### src/hw/rtl/bdq_pkg.sv
// Shared types and constants of the bit deque engine.
package bdq_pkg;

    localparam int unsigned OP_W     = 3;
    localparam int unsigned POS_W    = 10;
    localparam int unsigned LEN_W    = 11;
    localparam int unsigned STATUS_W = 2;

    typedef enum logic [OP_W-1:0] {
        OP_PUSH_BACK  = 3'd0,
        OP_PUSH_FRONT = 3'd1,
        OP_POP_BACK   = 3'd2,
        OP_POP_FRONT  = 3'd3,
        OP_READ       = 3'd4,
        OP_WRITE      = 3'd5
    } t_op;

    typedef enum logic [STATUS_W-1:0] {
        ST_OK    = 2'd0,
        ST_RANGE = 2'd1,
        ST_EMPTY = 2'd2,
        ST_FULL  = 2'd3
    } t_status;

endpackage

### src/hw/rtl/bdq_ram.sv
// Generic single-write, single-read synchronous RAM with a registered read port.
module bdq_ram #(
    parameter int unsigned WIDTH = 1,
    parameter int unsigned DEPTH = 1024
) (
    input  logic                     i_clk,
    input  logic                     i_we,
    input  logic [$clog2(DEPTH)-1:0] i_waddr,
    input  logic [WIDTH-1:0]         i_wdata,
    input  logic                     i_re,
    input  logic [$clog2(DEPTH)-1:0] i_raddr,
    output logic [WIDTH-1:0]         o_rdata
);

    logic [WIDTH-1:0] r_mem [DEPTH];
    logic [WIDTH-1:0] r_rdata;

    always_ff @(posedge i_clk) begin
        if (i_we) begin
            r_mem[i_waddr] <= i_wdata;
        end
        if (i_re) begin
            r_rdata <= r_mem[i_raddr];
        end
    end

    assign o_rdata = r_rdata;

endmodule

### src/hw/rtl/bit_deque_engine.sv
// Top level of the bit deque engine: pointer logic around a one-bit-wide store.
//
// A double-ended queue of single bits. Each input item carries one operation
// (push back, push front, pop back, pop front, read at an index counted from
// the front, or write at such an index) together with a position and a bit.
// Every item gives exactly one result item: the bit read (zero for any other
// operation or for a failed read), a status code and the length afterwards.
//
// Both channels use valid and ready. An input item is decided in the cycle it
// is accepted: the head pointer and count update at that edge, a push or write
// stores its bit in the RAM at that edge, and a read addresses the RAM at that
// edge. The result appears in the next cycle, with the read bit taken straight
// from the RAM's output register. The block sustains one item per cycle while
// the receiver takes each result; the single RAM port pair and the registered
// RAM read port set that figure.
//
// The result register holds its item while the receiver stalls, and input is
// accepted whenever that register is empty or is being emptied in the same
// cycle. Reset clears the head pointer, the count and the result valid flag;
// the store itself is not cleared, since only positions inside the queue are
// ever read and each of those was written by a push or a write.
module bit_deque_engine #(
    parameter int unsigned CAPACITY = 1024
) (
    input  logic                          i_clk,
    input  logic                          i_rst_n,
    input  logic                          i_in_valid,
    output logic                          o_in_ready,
    input  logic [bdq_pkg::OP_W-1:0]      i_op,
    input  logic [bdq_pkg::POS_W-1:0]     i_position,
    input  logic                          i_bit_in,
    output logic                          o_out_valid,
    input  logic                          i_out_ready,
    output logic                          o_bit_out,
    output logic [bdq_pkg::STATUS_W-1:0]  o_status,
    output logic [bdq_pkg::LEN_W-1:0]     o_length
);

    localparam int unsigned PTR_W = (CAPACITY > 1) ? $clog2(CAPACITY) : 1;
    localparam int unsigned CNT_W = $clog2(CAPACITY + 1);
    localparam int unsigned SUM_W = CNT_W + 1;
    localparam int unsigned CMP_W = (CNT_W > bdq_pkg::POS_W) ? CNT_W : bdq_pkg::POS_W;

    localparam logic [CNT_W-1:0] CAP_CNT     = CNT_W'(CAPACITY);
    localparam logic [CNT_W-1:0] CAP_M1_CNT  = CNT_W'(CAPACITY - 1);
    localparam logic [SUM_W-1:0] CAP_SUM     = SUM_W'(CAPACITY);

    logic [PTR_W-1:0] r_head,  n_head;
    logic [CNT_W-1:0] r_count, n_count;
    logic             r_out_valid;
    logic             r_is_read;
    logic [bdq_pkg::STATUS_W-1:0] r_status;

    logic                   accept;
    logic [CNT_W-1:0]       offset;
    logic [SUM_W-1:0]       slot_sum;
    logic [PTR_W-1:0]       slot;
    logic                   mem_we;
    logic                   mem_re;
    logic                   mem_rdata;
    bdq_pkg::t_status       status;
    logic                   pos_ok;
    logic                   is_full;
    logic                   is_empty;

    assign o_in_ready = !r_out_valid || i_out_ready;
    assign accept     = i_in_valid && o_in_ready;

    assign is_full  = (r_count >= CAP_CNT);
    assign is_empty = (r_count == '0);
    assign pos_ok   = (CMP_W'(i_position) < CMP_W'(r_count));

    // Circular addressing: head plus an offset below the capacity wraps with
    // one compare and subtract.
    assign slot_sum = SUM_W'(r_head) + SUM_W'(offset);
    assign slot     = (slot_sum >= CAP_SUM) ? PTR_W'(slot_sum - CAP_SUM) : PTR_W'(slot_sum);

    always_comb begin
        offset  = CNT_W'(i_position);
        n_head  = r_head;
        n_count = r_count;
        mem_we  = 1'b0;
        mem_re  = 1'b0;
        status  = bdq_pkg::ST_OK;
        case (i_op)
            bdq_pkg::OP_PUSH_BACK: begin
                offset = r_count;
                if (is_full) begin
                    status = bdq_pkg::ST_FULL;
                end else begin
                    mem_we  = 1'b1;
                    n_count = r_count + 1'b1;
                end
            end
            bdq_pkg::OP_PUSH_FRONT: begin
                offset = CAP_M1_CNT;
                if (is_full) begin
                    status = bdq_pkg::ST_FULL;
                end else begin
                    mem_we  = 1'b1;
                    n_head  = slot;
                    n_count = r_count + 1'b1;
                end
            end
            bdq_pkg::OP_POP_BACK: begin
                if (is_empty) begin
                    status = bdq_pkg::ST_EMPTY;
                end else begin
                    n_count = r_count - 1'b1;
                end
            end
            bdq_pkg::OP_POP_FRONT: begin
                offset = CNT_W'(1);
                if (is_empty) begin
                    status = bdq_pkg::ST_EMPTY;
                end else begin
                    n_head  = slot;
                    n_count = r_count - 1'b1;
                end
            end
            bdq_pkg::OP_READ: begin
                if (!pos_ok) begin
                    status = bdq_pkg::ST_RANGE;
                end else begin
                    mem_re = 1'b1;
                end
            end
            bdq_pkg::OP_WRITE: begin
                if (!pos_ok) begin
                    status = bdq_pkg::ST_RANGE;
                end else begin
                    mem_we = 1'b1;
                end
            end
            default: begin
                status = bdq_pkg::ST_RANGE;
            end
        endcase
    end

    bdq_ram #(
        .WIDTH (1),
        .DEPTH (CAPACITY)
    ) u_store (
        .i_clk   (i_clk),
        .i_we    (accept && mem_we),
        .i_waddr (slot),
        .i_wdata (i_bit_in),
        .i_re    (accept && mem_re),
        .i_raddr (slot),
        .o_rdata (mem_rdata)
    );

    always_ff @(posedge i_clk) begin
        if (!i_rst_n) begin
            r_head      <= '0;
            r_count     <= '0;
            r_out_valid <= 1'b0;
        end else begin
            if (accept) begin
                r_head      <= n_head;
                r_count     <= n_count;
                r_out_valid <= 1'b1;
            end else if (i_out_ready) begin
                r_out_valid <= 1'b0;
            end
        end
    end

    // Result payload; the read bit itself stays in the RAM's output register,
    // which no other item disturbs until this result has been taken.
    always_ff @(posedge i_clk) begin
        if (accept) begin
            r_is_read <= mem_re;
            r_status  <= status;
        end
    end

    assign o_out_valid = r_out_valid;
    assign o_bit_out   = r_is_read & mem_rdata;
    assign o_status    = r_status;
    assign o_length    = bdq_pkg::LEN_W'(r_count);

endmodule

### config.mk
export PLATFORM = sky130hd
export DESIGN_NAME = bit_deque_engine
export DESIGN_NICKNAME = d
export VERILOG_FILES = /design/src/hw/rtl/bdq_pkg.sv /design/src/hw/rtl/bdq_ram.sv /design/src/hw/rtl/bit_deque_engine.sv
export SDC_FILE = /design/constraint.sdc
export NUM_CORES = 2
export LEC_CHECK = 0
export BUFFER_PORTS_ARGS = -buffer_cell sky130_fd_sc_hd__buf_2
export CAP_MARGIN = 5
export CORE_ASPECT_RATIO = 1.25
export CORE_MARGIN = 10
export CORE_UTILIZATION = 48
export DETAILED_ROUTE_END_ITERATION = 10
export GPL_ROUTABILITY_DRIVEN = 0
export PLACE_DENSITY_LB_ADDON = 0.05
export SLEW_MARGIN = 25
export SYNTH_ARGS = -nofsm -noshare
export SYNTH_HDL_FRONTEND = slang
export SYNTH_HIERARCHICAL = 1
export SYNTH_SLANG_ARGS = --single-unit
### constraint.sdc
create_clock -name i_clk -period 7.4 [get_ports i_clk]
set_clock_uncertainty 0.2 [all_clocks]
set_input_delay 1.85 -clock i_clk [delete_from_list [all_inputs] [get_ports i_clk]]
set_output_delay 1.85 -clock i_clk [all_outputs]
set_load 0.005 [all_outputs]
==> results.yml <==
run_status:
  status: "completed"
logic_synthesis:
  yosysTopAreaCell: "edfxtp_1"
  yosys_warnings: 6
  synthesis.area_sq_mm: 0.04690
  synth_common_cells: "1,048 x nor2_1, 1,028 x edfxtp_1, 200 x mux4_2"
  synth_edf_count: 1028
  ys_top_cells_by_area: "edfxtp_1 66%, mux4_2 9.6%, nor2_1 8.4%"
  synth_top_area_share_pct: 65.82
  syn_inst: 3385
  synth_cell_types: 79
  yosysSeqAreaShare_pct: 66.76
  synth_top_flop_cell: "edfxtp_1"
  synth_most_common_cell: "nor2_1"
  synth-async-reset-ratio_pct: 0
  syn_nets: 3432
  ys_ff_latch: 1050
  avgSynthCellArea_sq_um: 13.86
setup_path:
  worstReg2RegEnd: "u_store/o_rdata"
  slowest_delay_ps: 870
  setup.worst_path.class: "in -> reg"
  cp-start-kind: "input pin"
  cp_num_cells: 17
  worst_setup_path_end_kind: "flop"
  cp.arrival_ps: 7240
  endpoint: "u_store/o_rdata"
  cp_common_cell: "nand2_1"
  rr_worst_depth: 15
  worstPathRequired_ps: 7720
  cp-startpoint: "i_op[2]"
  r2r_start: "o_length[0]"
  path_delay_family: "simple AND/OR/NAND/NOR gates"
  cp_max_fo: 13
  critPathSlowestCell: "nor2b_1"
  rrSetupSlack_ps: 1500
  path_cells: "buf_2 -> nor2_1 -> o21ai_0 -> nand2_1 -> ha_1 -> a21o_1 -> nand4_1 -> nand3_1 -> xor2_4 -> buf_4 -> nor2b_1 -> nand2_1 -> a21oi_1 -> nor3_1 -> a311oi_1 -> o311ai_1 -> o2111ai_1"
  critPathBufInv: 2
placed_design:
  dpl.cell_count: 4572
  port_buffers: 33
  dp.final_hpwl_um: 80190
drt:
  vias_per_cell: 6.145
  first_pass_iters: 5
  finalWirelength_um: 139300
  vias: 29280
  post-route-drc-count: 0
  wl_per_cell_um: 29.23
  drt_iter0_drc: 3400
  postRouteAntennaNets: 0
pwr:
  swShare_pct: 24.63
  leakagePower_nw: 16.24
  ir_drop_v: 0.0001992
  fin_total_pwr_mw: 13.77
  clkPwrFrac_pct: 39.6
  switching_power_mw: 3.392
  internal_power_mw: 10.38
  power_frac_comb_pct: 12.8
  power_frac_seq_pct: 47.6
  power.density_mw_per_mm2: 262.5
cts:
  cts_made_buffers: 107
  path_clk_slew_ps: 60
  clk_latency_ps: 680
  root_buffer: "clkbuf_16"
  cts.sinks: 1050
  holdBufCountCts: 0
  cts_tree: "done"
  post_cts_buffers: 0
  h-tree-depth: 3
  cts_max_path_buffers: 3
  ctsResizeCount: 0
timing:
  final_max_slew_viol_count: 0
  min_period_over_period_pct: 93.57
  tns_ps: 0
  setup_viol: 0
  timing.fmax_ghz: 0.1444
  tightestPinTransition_ps: 1124
  relSlewSlack_pct: 25.04
  final_hold_viol_count: 0
  rsz0062_at_grt: "false"
  min_period_ps: 6924
finish:
  ff_latch_area_sq_mm: 0.03131
  fin_util_pct: 53.95
  nFillCells: 8092
  multi_input_area_sq_mm: 0.01422
  fin_cells: 4765
  layout-drive-gt1-share_pct: 17.78
  diodes: 0
  layout.nets: 3428
  syn2layout_area_growth_pct: 11.82
global_routing:
  grt_pass1_wl_um: 200400
  antenna_found_initial: 4
  grt_max_degree: 253
  grt_util_all_layers_pct: 24.82
  grt_pass1_vias: 29330
  gr-total-overflow: 0
die:
  fp-row-count: 128
  io_pins: 34
  dieArea_sq_mm: 0.1107
  die_h_um: 369.5
  start_util_pct: 48.25
  die_x_um: 299.6
  core_area_sq_mm: 0.09721
hold_path:
  hp-class: "reg -> reg"
flow_run:
  drv_cap: 0
-- placed cells by master (no fill, tap or decap), drive strengths merged, types with 10 or more instances in the layout --
cell    synthesis  final
clkinv          2     41
a21oi          57     57
bufinv          0     14
buf           121    201
nor3           38     38
nor2         1048   1048
nand2         123    123
nand3          46     46
mux2i         133    133
edfxtp       1028   1028
inv            21     27
o221ai         50     50
a21o           10     10
o22ai          29     29
xnor2          11     11
mux4          214    214
dfxtp          22     22
o21ai          31     31
ha             27     27
and2           12     12
nand2b         14     14
nor2b          17     17
clkbuf        193    130
a22oi          17     17
nand4          14     14
-- layout make-up --
type / instances / share of cell area [%]
Clock buffer: 130 / 5.370
Multi-Input combinational cell: 1998 / 27.12
Tap cell: 1300 / 3.101
Timing Repair Buffer: 201 / 3.264
Sequential cell: 1050 / 59.70
Clock inverter: 63 / 1.284
Inverter: 23 / 0.1646
-- tightest hold or removal path: stages, from the launching register on --
cell and delay [ps]:
dfxtp_1 320, nand2_1 60, mux2i_1 60
-- power groups by stage --
stage / Combinational (mW) / Sequential (mW) / Clock, mW
final: 1.77 / 6.55 / 5.45
after global routing: 1.87 / 6.55 / 5.77
after CTS: 1.76 / 6.55 / 5.55
after detailed placement: 1.76 / 6.67 / 0
after global placement: 1.74 / 6.67 / 0
after floorplan: 1.09 / 6.67 / 0
-- how the worst min path moves through the flow --
stage / endpoint / depth (start not counted) / startpoint
final: r_head[9] / 2 / r_head[9]
after global routing: r_head[9] / 2 / r_head[9]
after CTS: r_head[6] / 2 / r_head[6]
after detailed placement: r_head[6] / 2 / r_head[6]
after global placement: r_head[9] / 2 / r_head[9]
after floorplan: r_head[6] / 2 / r_head[6]
-- through the flow --
step           setup slack (ps)  hold WS (ps)  instance area, sq um
4_1_cts                   805.3         287.7                 52450
3_3_place_gp              219.9         271.9                 48960
5_1_grt                   469.9         322.7                 52450
6_report                  475.8         290.3                 52450
2_1_floorplan              1485         252.6                 46900
3_5_place_dp              80.50         272.7                 48960
-- registers in the layout, summed over array words and instances (netlist names) --
register	flops
o_out_valid	1
r_head	10
u_store/o_rdata	1
r_is_read	1
o_length	11
u_store/r_mem	1024
o_status	2
-- per-layer routing --
metal	wire length (um)	track usage, %	vias up
li1	-	-	12470
met2	68610	41.58	1202
met3	10490	3.718	227
met4	4021	7.470	6
met1	56120	33.29	15380
met5	45	0	-
-- cell families (layout without fill, tap and decap cells) --
logic type      Yosys count  in the layout  synth area share (%)
xor+xnor                 15             15                0.2801
buf+inv                 337            417                 3.439
simple gates           1352           1352                 11.72
compound gates          252            252                 3.703
fa+ha+maj                29             29                0.8056
flops                  1050           1050                 66.76
mux                     350            350                 13.30
No activity file was read; power rests on OpenSTA's default activity.
